### src/dabd_pkg.sv
// Package: types and constants of the DPCM audio block decoder.
`timescale 1ns / 1ps
package dabd_pkg;

   localparam logic OP_START  = 1'b0;
   localparam logic OP_DECODE = 1'b1;

   localparam logic [1:0] REG_LEVEL  = 2'd0;
   localparam logic [1:0] REG_RUN_EN = 2'd1;
   localparam logic [1:0] REG_STEREO = 2'd2;
   localparam logic [1:0] REG_WIDE   = 2'd3;

   localparam logic [2:0] TYPE_ZERO   = 3'd0;
   localparam logic [2:0] TYPE_ESCAPE = 3'd7;

   localparam logic [2:0] LEVEL_SPLIT   = 3'd3;
   localparam logic [3:0] TYPE_BITS     = 4'd3;
   localparam logic [3:0] ESC_BITS      = 4'd4;
   localparam logic [3:0] ESC_WIDTH     = 4'd8;
   localparam logic [3:0] ESC_SHIFT     = 4'd9;
   localparam logic [3:0] HI_WIDTH_BASE = 4'd3;
   localparam logic [3:0] HI_SHIFT_BASE = 4'd1;
   localparam logic [3:0] LO_WIDTH_BASE = 4'd5;
   localparam logic [3:0] LO_SHIFT_BASE = 4'd2;
   localparam logic [3:0] RUN_ONE_BITS  = 4'd4;
   localparam logic [3:0] RUN_TWO_BITS  = 4'd6;
   localparam logic [3:0] RUN_LONG_BITS = 4'd14;
   localparam logic [1:0] RUN_LONG_CODE = 2'd3;

   typedef struct packed {
      logic        op;
      logic [15:0] first_sample;
      logic [15:0] second_sample;
      logic [15:0] bit_window;
   } req_type;

   typedef struct packed {
      logic [15:0] sample;
      logic        channel;
      logic [3:0]  bits_used;
   } rsp_type;

   typedef struct packed {
      logic [1:0] index;
      logic [7:0] data;
   } csr_type;

   typedef struct packed {
      logic [2:0] quant_level;
      logic       run_length_enable;
      logic       stereo;
      logic       wide_samples;
   } cfg_type;

   typedef struct packed {
      logic [1:0][15:0] predictor;
      logic             active_channel;
      logic [7:0]       run_remaining;
   } state_type;

endpackage

### src/dabd_if.sv
// Interfaces: valid/ready channels for requests, results and register writes.
`timescale 1ns / 1ps
interface dabd_req_if;
   import dabd_pkg::*;
   logic    valid;
   logic    ready;
   req_type payload;
   modport source (output valid, output payload, input ready);
   modport sink (input valid, input payload, output ready);
endinterface

interface dabd_rsp_if;
   import dabd_pkg::*;
   logic    valid;
   logic    ready;
   rsp_type payload;
   modport source (output valid, output payload, input ready);
   modport sink (input valid, input payload, output ready);
endinterface

interface dabd_csr_if;
   import dabd_pkg::*;
   logic    valid;
   logic    ready;
   csr_type payload;
   modport source (output valid, output payload, input ready);
   modport sink (input valid, input payload, output ready);
endinterface

### src/dabd_step.sv
// Decode step: next predictor state and result for one registered item.
`timescale 1ns / 1ps
module dabd_step import dabd_pkg::*; (
   input  cfg_type   cfg,
   input  state_type st,
   input  req_type   item,
   output state_type st_next,
   output rsp_type   result
);

   always_comb begin
      logic [15:0] win;
      logic        ch;
      logic [15:0] p;
      logic [2:0]  kind;
      logic [3:0]  nb;
      logic [3:0]  sh;
      logic [3:0]  pos;
      logic [12:0] field;
      logic        sign;
      logic [9:0]  mag_raw;
      logic [15:0] mag;
      logic        apply;
      logic [15:0] mask;

      win     = item.bit_window;
      ch      = st.active_channel;
      p       = st.predictor[ch];
      kind    = win[2:0];
      nb      = '0;
      sh      = '0;
      pos     = '0;
      field   = '0;
      apply   = 1'b0;
      mask    = cfg.wide_samples ? 16'hFFFF : 16'h00FF;
      st_next = st;

      if (st.run_remaining != 8'd0) begin
         st_next.run_remaining = st.run_remaining - 8'd1;
      end else if (kind == TYPE_ESCAPE) begin
         if (win[3]) begin
            p   = '0;
            pos = ESC_BITS;
         end else begin
            apply = 1'b1;
            field = {1'b0, win[15:4]};
            nb    = ESC_WIDTH;
            sh    = ESC_SHIFT;
            if (cfg.quant_level < LEVEL_SPLIT) begin
               nb = ESC_WIDTH - {1'b0, cfg.quant_level};
               sh = ESC_SHIFT + {1'b0, cfg.quant_level};
            end
            pos = ESC_BITS + nb;
         end
      end else if (kind != TYPE_ZERO) begin
         apply = 1'b1;
         field = win[15:3];
         if (cfg.quant_level >= LEVEL_SPLIT) begin
            nb = HI_WIDTH_BASE + {1'b0, cfg.quant_level};
            sh = HI_SHIFT_BASE + {1'b0, kind};
         end else begin
            nb = LO_WIDTH_BASE - {1'b0, cfg.quant_level};
            sh = LO_SHIFT_BASE + {1'b0, kind} + {1'b0, cfg.quant_level};
         end
         pos = TYPE_BITS + nb;
      end else if (cfg.run_length_enable) begin
         if (!win[3]) begin
            st_next.run_remaining = '0;
            pos = RUN_ONE_BITS;
         end else if (win[5:4] != RUN_LONG_CODE) begin
            st_next.run_remaining = {6'd0, win[5:4]};
            pos = RUN_TWO_BITS;
         end else begin
            st_next.run_remaining = win[13:6];
            pos = RUN_LONG_BITS;
         end
      end else begin
         pos = TYPE_BITS;
      end

      sign    = field[nb - 4'd1];
      mag_raw = field[9:0] & ((10'd1 << (nb - 4'd1)) - 10'd1);
      mag     = {6'd0, mag_raw} << sh;
      if (apply) begin
         p = sign ? (p - mag) : (p + mag);
      end

      if (item.op == OP_START) begin
         st_next.predictor[0]   = item.first_sample & mask;
         st_next.predictor[1]   = item.second_sample & mask;
         st_next.run_remaining  = '0;
         st_next.active_channel = 1'b0;
      end else begin
         st_next.predictor[ch]  = p;
         st_next.active_channel = cfg.stereo ? ~ch : ch;
      end

      result.sample    = p & mask;
      result.channel   = ch;
      result.bits_used = pos;
   end

endmodule

### src/dpcm_audio_block_decoder_core.sv
// Top level: DPCM audio block decoder with input stage, decode step and result register.
//
//   channel  dir  payload                                          accepted when
//   req_ch   in   op, first_sample, second_sample, bit_window      valid && ready
//   rsp_ch   out  sample, channel, bits_used                       valid && ready
//   csr_ch   in   index (0 level, 1 run enable, 2 stereo, 3 wide)  valid && ready
//
// One item per cycle unless a stalled result holds the input stage: an item is
// registered there, decoded, and its result is registered and offered on rsp_ch.
// The predictor and run counter update when the item is decoded, which closes the loop.
// Start items give no result. Synchronous reset clears state; registers reset
// with wide samples on. A stalled result holds the input stage only for decode items.
`timescale 1ns / 1ps
module dpcm_audio_block_decoder_core import dabd_pkg::*; (
   input logic         clock,
   input logic         reset,
   dabd_req_if.sink    req_ch,
   dabd_rsp_if.source  rsp_ch,
   dabd_csr_if.sink    csr_ch
);

   cfg_type   cfg_ff,       cfg_in;
   state_type state_ff,     state_in;
   logic      in_valid_ff,  in_valid_in;
   req_type   in_ff;
   logic      rsp_valid_ff, rsp_valid_in;
   rsp_type   rsp_ff;
   rsp_type   step_rsp;
   logic      fire;
   logic      fire_decode;

   dabd_step u_step (
      .cfg     (cfg_ff),
      .st      (state_ff),
      .item    (in_ff),
      .st_next (state_in),
      .result  (step_rsp)
   );

   assign fire        = in_valid_ff && ((in_ff.op == OP_START) || !rsp_valid_ff || rsp_ch.ready);
   assign fire_decode = fire && (in_ff.op == OP_DECODE);

   assign req_ch.ready = !in_valid_ff || fire;
   assign csr_ch.ready = 1'b1;
   assign rsp_ch.valid = rsp_valid_ff;
   assign rsp_ch.payload = rsp_ff;

   assign in_valid_in  = req_ch.valid || (in_valid_ff && !fire);
   assign rsp_valid_in = fire_decode || (rsp_valid_ff && !rsp_ch.ready);

   always_comb begin
      cfg_in = cfg_ff;
      if (csr_ch.valid) begin
         case (csr_ch.payload.index)
            REG_LEVEL:  cfg_in.quant_level       = csr_ch.payload.data[2:0];
            REG_RUN_EN: cfg_in.run_length_enable = csr_ch.payload.data[0];
            REG_STEREO: cfg_in.stereo            = csr_ch.payload.data[0];
            REG_WIDE:   cfg_in.wide_samples      = csr_ch.payload.data[0];
            default:    cfg_in = cfg_ff;
         endcase
      end
   end

   always_ff @(posedge clock) begin
      if (reset) begin
         cfg_ff       <= '{quant_level: 3'd0, run_length_enable: 1'b0,
                           stereo: 1'b0, wide_samples: 1'b1};
         state_ff     <= '0;
         in_valid_ff  <= 1'b0;
         rsp_valid_ff <= 1'b0;
      end else begin
         cfg_ff       <= cfg_in;
         in_valid_ff  <= in_valid_in;
         rsp_valid_ff <= rsp_valid_in;
         if (fire) begin
            state_ff <= state_in;
         end
      end
   end

   always_ff @(posedge clock) begin
      if (req_ch.valid && req_ch.ready) begin
         in_ff <= req_ch.payload;
      end
      if (fire_decode) begin
         rsp_ff <= step_rsp;
      end
   end

   a_run_no_bits: assert property (@(posedge clock) disable iff (reset)
      fire_decode && (state_ff.run_remaining != 8'd0) |-> step_rsp.bits_used == 4'd0)
      else $error("run sample consumed stream bits");

   a_start_clears: assert property (@(posedge clock) disable iff (reset)
      fire && (in_ff.op == OP_START) |=> state_ff.run_remaining == 8'd0
         && !state_ff.active_channel)
      else $error("start item left run count or channel set");

   a_mono_channel: assert property (@(posedge clock) disable iff (reset)
      fire_decode && !cfg_ff.stereo |=> state_ff.active_channel == $past(state_ff.active_channel))
      else $error("channel toggled in mono");

   a_stall_cause: assert property (@(posedge clock) disable iff (reset)
      !req_ch.ready |-> in_valid_ff && rsp_valid_ff && !rsp_ch.ready)
      else $error("input stalled without a blocked result");

   a_bits_bound: assert property (@(posedge clock) disable iff (reset)
      fire_decode |-> step_rsp.bits_used <= RUN_LONG_BITS)
      else $error("bit count beyond window");

endmodule

### src/flat_wrapper.sv
// flat-port wrapper written by rule: the top's interface ports become plain ports
module dpcm_audio_block_decoder_core_flat import dabd_pkg::*;
  (clock, reset, req_ch_valid, req_ch_payload, req_ch_ready, rsp_ch_valid, rsp_ch_payload, rsp_ch_ready, csr_ch_valid, csr_ch_payload, csr_ch_ready);
  dabd_req_if req_ch_i ();
  dabd_rsp_if rsp_ch_i ();
  dabd_csr_if csr_ch_i ();
  input logic clock;
  input logic reset;
  input wire logic [$bits(req_ch_i.valid)-1:0] req_ch_valid;
  input wire logic [$bits(req_ch_i.payload)-1:0] req_ch_payload;
  output wire logic [$bits(req_ch_i.ready)-1:0] req_ch_ready;
  output wire logic [$bits(rsp_ch_i.valid)-1:0] rsp_ch_valid;
  output wire logic [$bits(rsp_ch_i.payload)-1:0] rsp_ch_payload;
  input wire logic [$bits(rsp_ch_i.ready)-1:0] rsp_ch_ready;
  input wire logic [$bits(csr_ch_i.valid)-1:0] csr_ch_valid;
  input wire logic [$bits(csr_ch_i.payload)-1:0] csr_ch_payload;
  output wire logic [$bits(csr_ch_i.ready)-1:0] csr_ch_ready;
  assign req_ch_i.valid = req_ch_valid;
  assign req_ch_i.payload = req_ch_payload;
  assign req_ch_ready = req_ch_i.ready;
  assign rsp_ch_valid = rsp_ch_i.valid;
  assign rsp_ch_payload = rsp_ch_i.payload;
  assign rsp_ch_i.ready = rsp_ch_ready;
  assign csr_ch_i.valid = csr_ch_valid;
  assign csr_ch_i.payload = csr_ch_payload;
  assign csr_ch_ready = csr_ch_i.ready;
  dpcm_audio_block_decoder_core u_core (.clock(clock), .reset(reset), .req_ch(req_ch_i), .rsp_ch(rsp_ch_i), .csr_ch(csr_ch_i));
endmodule
### config.mk
export PLATFORM = sky130hd
export DESIGN_NAME = dpcm_audio_block_decoder_core_flat
export DESIGN_NICKNAME = d
export VERILOG_FILES = /design/src/dabd_pkg.sv /design/src/dabd_if.sv /design/src/dabd_step.sv /design/src/dpcm_audio_block_decoder_core.sv /design/src/flat_wrapper.sv
export SDC_FILE = /design/constraint.sdc
export NUM_CORES = 1
export LEC_CHECK = 0
export BUFFER_PORTS_ARGS = -buffer_cell sky130_fd_sc_hd__buf_4
export CELL_PAD_IN_SITES_DETAIL_PLACEMENT = 0
export CELL_PAD_IN_SITES_GLOBAL_PLACEMENT = 1
export CORE_ASPECT_RATIO = 0.75
export CORE_MARGIN = 4
export CORE_UTILIZATION = 46
export DETAILED_ROUTE_END_ITERATION = 12
export PLACE_DENSITY_LB_ADDON = 0.1
export SYNTH_ARGS = -nofsm -noshare
export SYNTH_HDL_FRONTEND = slang
export SYNTH_SLANG_ARGS = --single-unit
### constraint.sdc
create_clock -name clock -period 10.14 [get_ports clock]
set_clock_uncertainty 0.2 [all_clocks]
set_input_delay 2.028 -clock clock [delete_from_list [all_inputs] [get_ports clock]]
set_output_delay 2.028 -clock clock [all_outputs]
set_load 0.05 [all_outputs]
==> results of run 1 <==
kinds of logic after synthesis:
family / Yosys count
other cells: 1
fa+ha+maj: 37
mux: 29
xor+xnor: 29
flops: 119
simple gates: 410
compound gates: 281
buf+inv: 100
through the flow:
step / hold WS (ns) / power (mW) / setup WS, ns / instances
after detailed placement: 0.2767 / 1.525 / 1.229 / 1292
after CTS: 0.2951 / 2.131 / 1.196 / 1324
final: 0.2944 / 2.137 / 1.022 / 1324
after global placement: 0.2708 / 1.523 / 1.442 / 1292
after floorplan: 0.2451 / 1.296 / 2.780 / 1006
after global routing: 0.3134 / 2.261 / 0.3516 / 1324
cells in the final DEF, fill, tap and decap left out, types with 9 or more instances in the layout:
cell type  count
mux2i_1       23
and3_1        10
or3_1         12
nor2_1       141
edfxtp_1      70
nor3_1        47
a221oi_1      28
nand2_1       89
o21ai_0       57
nand3_1       29
nand4_1       12
o211ai_1       9
dfxtp_1       49
clkbuf_16     17
ha_1          35
nor3b_1       10
inv_1         40
buf_4        103
o31ai_1       15
nand2b_1       9
xnor2_1       21
and2_1        15
a21oi_1       61
a31oi_1       17
layout make-up:
cell class,instances,area (µm²)
Clock buffer,17,425.4
Clock inverter,15,158.9
Fill cell,1675,7963
Inverter,41,153.9
Multi-Input combinational cell,787,5060
Sequential cell,119,3083
Tap cell,242,302.8
Timing Repair Buffer,103,773.2
synthesized netlist by cell type (28+ instances only):
| cell | count |
|---|---|
| nor2_1 | 142 |
| nand2_1 | 89 |
| edfxtp_1 | 70 |
| a21oi_1 | 61 |
| o21ai_0 | 57 |
| dfxtp_1 | 49 |
| nor3_1 | 47 |
| clkbuf_1 | 45 |
| inv_1 | 40 |
| ha_1 | 35 |
| nand3_1 | 29 |
| a221oi_1 | 28 |
per-layer routing:
metal	track usage	wire [µm]	vias to the layer above
met5	0	0	-
met4	0.05335	279	0
met3	0.04572	2068	24
met2	0.3177	9997	341
met1	0.4083	13060	3777
li1	-	-	3886
power breakdown:
group          switching [mW]  leakage (nW)  internal [mW]
sequential             0.0203          1.07          0.567
combinational           0.587          2.48          0.360
clock                   0.254         0.284          0.348
how the worst max path moves through the flow:
stage / from / to / cells past startpoint
floorplan: u_core.cfg_ff[3] / u_core.rsp_ch.payload[20] / 38
global placement: u_core.cfg_ff[3] / u_core.rsp_ch.payload[20] / 35
detailed placement: u_core.cfg_ff[3] / u_core.rsp_ch.payload[20] / 35
CTS: u_core.cfg_ff[3] / u_core.rsp_ch.payload[20] / 35
global route: u_core.cfg_ff[3] / u_core.state_ff[37] / 35
finish: u_core.cfg_ff[3] / u_core.rsp_ch.payload[20] / 35
critical path: cells and delay by family, from the launching register on:
family / cells / cell delay (ns)
AOI/OAI and AO/OA: 14 / 3.04
buffers and inverters: 5 / 0.64
muxes: 1 / 0.30
xor gates and xnor gates: 2 / 0.56
and+or+nand+nor: 8 / 1.62
DFF: 1 / 0.84
adders and majority gates: 5 / 1.64
flip-flops by register name, summed over array words and instances, names as in the netlist:
register               cells
u_core.rsp_ch.valid        1
u_core.in_ff              49
u_core.in_valid_ff         1
u_core.rsp_ch.payload     21
u_core.state_ff           41
u_core.cfg_ff              6
==> metrics.md, run 1 <==
| Metric | Value |
|---|---|
| Hold wc startpoint | u_core.state_ff[16] |
| Gr ovfl total | 0 |
| Crit path max-delay cell type | dfxtp_1 |
| GPL Wtd Cong | 0.9197 |
| Crit path max fanout | 23 |
| Share of the synthesized area in the top cell type | 0.2462 |
| CTS Sinks | 119 |
| CTS tree | yes |
| Reg-to-reg critical path endpoint | u_core.rsp_ch.payload[20] |
| Root Driver | clkbuf_16 |
| Final core utilization | 0.5556 |
| Hold Crit Class | flop to flop |
| Max incr delay on CP | 0.84 ns |
| Initial DRT Pass Iterations | 5 |
| Setup crit start kind | flop |
| Crit path time final | 9.118 ns |
| Final HPWL DP | 18.92 mm |
| Fin Setup TNS | 0 ns |
| Clk_lat worst skew | 0.43 ns |
| Hold depth | 2 |
| Post-synthesis cell count | 1,006 |
| VDD IR-drop max | 0.1056 mV |
| Xor/xnor share of the synthesized area | 0.03063 |
| Worst r2r src | u_core.cfg_ff[3] |
| Synth Area in Simple Gates | 0.2315 |
| Crit path kind | flop to flop |
| Crit. End Element | flop |
| Predominant post-synthesis flop cell | edfxtp_1 |
| DRT iter0 DRCs | 833 |
| Hold Violations, Final | 0 |
| Placed Area | 9373 µm² |
| Max-slew headroom | 0.3140 |
| Number of global-route vias before repair | 7,153 |
| Wire per inst | 19.19 µm |
| EDFF count, synth | 70 |
| R2R depth | 35 |
| Total Nets Final | 1,170 |
| Post-synthesis sequential area ratio | 0.3611 |
| CORE AREA | 17,920 µm² |
| DR vias | 8,028 |
| Max-cap violation count | 0 |
| Crit path DAT | 9.08 ns |
| Via/cell ratio | 6.063 |
| Maximum clock rate | 109.7 MHz |
| Share of cells above drive strength 1 | 0.1617 |
| Area grow syn2layout | 16.62% |
| RSZ-0062 raised after global routing | no |
| Number of placed I/O pins | 88 |
| Seq cells post-synth | 119 |
| Post-CTS setup buffers | 0 |
| Synth warnings | 0 |
| Starting density of the core | 0.4765 |
| Post-DRT Antenna Nets | 0 |
| DRC | 0 |
| Required @ worst endpoint | 10.10 ns |
| Worst-path clk slew | 0.06 ns |
| Die height | 126.0 µm |
| Cts bufs inserted | 17 |
| Setup violation total in the final timing report | 0 |
| CTS hold repair buffers | 0 |
| Pleak | 3.840 nW |
| First-pass GRT wire length | 40.07 mm |
| Synth unique cells | 98 |
| Initial antenna violation count | 0 |
| Row count | 42 |
| Syn nets | 1,107 |
| Top cells by area, synth | edfxtp_1 25%, dfxtp_1 11%, nor2_1 6.2% |
| Post-Syn Area per Cell | 8.487 µm² |
| Hold endpoint | u_core.state_ff[16] |
| Max-slew violations | 0 |
| Pwr/cell area | 214.6 nW/µm² |
| Share of flip-flops with an asynchronous set or reset | 0 |
| Post-CTS Resized | 0 |
| GRT Resource Usage Total | 0.2440 |
| R2r setup slk | 1.02 ns |
| Compound-Gate Fraction of Synth Area | 0.2345 |
| Run status | complete, no violations |
| Largest net degree at the start of global routing | 53 |
| Area leader, netlist | edfxtp_1 |
| Mapped Area | 8538 µm² |
| Final WL | 25.41 mm |
| Largest family of logic cells by synthesized area | compound AO/OA/AOI/OAI gates |
| Adder-cell share of the synthesized area | 0.05598 |
| Antenna diodes | 0 |
| Die W | 165.3 µm |
| Die area | 20,830 µm² |
| Mux share of post-synthesis cell area | 0.03751 |
| Final Cell Area | 9957 µm² |
| IO buf count | 81 |
| Longest Clk Path Bufs | 2 |
| H-tree depth | 4 |
| Worst-Margin Slew | 1.025 ns |
| Period utilisation layout | 0.8992 |
No activity file was read; power rests on OpenSTA's default activity.
==> run 2, diff against run 1 <==
- RECOVER_POWER: default -> 50
==> metrics.md, run 2 (synthesized netlist as in run 1, its figures left out) <==
| Metric | Value |
|---|---|
| Register area | 3083 µm² (unchanged) |
| Die W | 165.3 µm (unchanged) |
| Setup violation total in the final timing report | 0 (unchanged) |
| Hold Violations, Final | 0 (unchanged) |
| Period utilisation layout | 0.8950 (-0.004217) |
| Fin Setup TNS | 0 ns (unchanged) |
| CTS tree | yes |
| IO buf count | 81 (unchanged) |
| Max-cap violation count | 2 (+2) |
| VDD IR-drop max | 0.1051 mV (-0.45%) |
| Row count | 42 (unchanged) |
| Final WL | 25.30 mm (-0.44%) |
| Placed Area | 9373 µm² (unchanged) |
| Post-CTS setup buffers | 0 (unchanged) |
| Largest register FFs | 49 (unchanged) |
| Worst-Margin Slew | 2.526 ns (+1.501 ns) |
| DRC | 0 (unchanged) |
| Hold Slack | 0.2952 ns (+0.0008090 ns) |
| Multi-input gate area | 5042 µm² (-0.35%) |
| Number of global-route vias before repair | 7,153 (unchanged) |
| Power, Total | 2.123 mW (-0.64%) |
| Crit path max fanout | 23 (unchanged) |
| Run status | finished, violations left |
| Post-CTS Resized | 0 (unchanged) |
| Reg with most FFs | u_core.in_ff |
| Die area | 20,830 µm² (unchanged) |
| Root Driver | clkbuf_16 |
| Buf+Inv Stages, Crit Path | 5 (unchanged) |
| Max-slew headroom | -0.6841 (-0.9981) |
| Crit. End Element | flop |
| Share of cells above drive strength 1 | 0.1368 (-0.02495) |
| Initial DRT Pass Iterations | 5 (unchanged) |
| First-pass GRT wire length | 40.07 mm (unchanged) |
| Maximum clock rate | 110.2 MHz (+0.47%) |
| Most common cell after layout, fill and taps aside | nor2_1 |
| Die height | 126.0 µm (unchanged) |
| Pleak | 3.737 nW (-2.7%) |
| Hold Crit Class | flop to flop |
| Total Nets Final | 1,170 (unchanged) |
| Required @ worst endpoint | 10.13 ns (+0.03 ns) |
| CTS Sinks | 119 (unchanged) |
| Gr ovfl total | 0 (unchanged) |
| RSZ-0062 raised after global routing | no |
| DRT iter0 DRCs | 773 (-7.2%) |
| GPL Wtd Cong | 0.9197 (unchanged) |
| H-tree depth | 4 (unchanged) |
| Pwr/cell area | 215.6 nW/µm² (+0.49%) |
| Number of placed I/O pins | 88 (unchanged) |
| Final core utilization | 0.5494 (-0.006215) |
| Initial antenna violation count | 0 (unchanged) |
| Setup crit start kind | flop |
| Post-DRT Antenna Nets | 0 (unchanged) |
| GRT Resource Usage Total | 0.2440 (unchanged) |
| Crit path time final | 9.075 ns (-0.04276 ns) |
| Worst-path clk slew | 0.06 ns (about the same) |
| Final Cell Area | 9846 µm² (-1.1%) |
| Crit path max-delay cell type | dfxtp_1 |
| Final HPWL DP | 18.92 mm (unchanged) |
| Filler instances | 1,703 (+1.7%) |
| Wire per inst | 19.11 µm (-0.44%) |
| Crit path kind | flop to flop |
| Commonest cells after routing, fill and taps aside | 142 x nor2_1, 89 x nand2_1, 70 x edfxtp_1, 61 x a21oi_1, 57 x o21ai_0 |
| DR vias | 7,999 (-0.36%) |
| Starting density of the core | 0.4765 (unchanged) |
| Longest Clk Path Bufs | 2 (unchanged) |
| Max incr delay on CP | 0.83 ns (about the same) |
| Cts bufs inserted | 17 (unchanged) |
| Worst path top cell family by delay | compound AO/OA/AOI/OAI gates |
| Largest net degree at the start of global routing | 53 (unchanged) |
| Area grow syn2layout | 15.31% |
| CTS hold repair buffers | 0 (unchanged) |
| Max-slew violations | 71 (+71) |
| Crit path DAT | 9.06 ns (-0.02 ns) |
| Clk_lat worst skew | 0.42 ns (about the same) |
| Failing checks | capacitance limit, slew limit |
| Antenna diodes | 0 (unchanged) |
| CORE AREA | 17,920 µm² (unchanged) |
| Via/cell ratio | 6.042 (-0.36%) |
[run 2: power breakdown]
part	internal, mW	switching (mW)	leakage (nW)
logic	0.350	0.585	2.38
registers	0.567	0.0198	1.07
clock network	0.348	0.253	0.284
total	1.27	0.858	3.74
[run 2: tightest hold or removal path, cell delays in order, from the launching register on]
cell and delay, ns:
dfxtp_1 0.31, nor2_1 0.09, nor3_1 0.05
[run 2: area by class of cell]
cell class	instances	area share
Clock buffer	17	0.04321
Multi-Input combinational cell	787	0.5121
Inverter	41	0.01563
Timing Repair Buffer	103	0.06901
Sequential cell	119	0.3131
Clock inverter	15	0.01614
Tap cell	242	0.03075
[run 2: path summary, 6_finish.rpt]
| path | start | to | slack, ns | cells past startpoint |
|---|---|---|---|---|
| worst max register to register | u_core.cfg_ff[3] | u_core.state_ff[24] | 1.06 | 35 |
| worst max-delay path | u_core.cfg_ff[3] | u_core.state_ff[24] | 1.06 | 35 |
| worst min-delay path | u_core.state_ff[16] | u_core.state_ff[16] | 0.30 | 2 |
| worst min register to register | u_core.state_ff[16] | u_core.state_ff[16] | 0.30 | 2 |
[run 2: through the flow]
stage,worst slack (ns),instances
floorplan,2.780,1006
global placement,1.442,1292
detailed placement,1.229,1292
CTS,1.196,1324
global route,0.3295,1324
finish,1.065,1324
[run 2: per-layer routing]
layer	share of wire	global-route usage	vias to the layer above	routed length, µm
met4	0.011	0.05335	0	286
met3	0.080	0.04572	21	2018
met1	0.51	0.4083	3794	12920
li1	-	-	3878	-
met2	0.40	0.3177	306	10080
met5	0	0	-	0
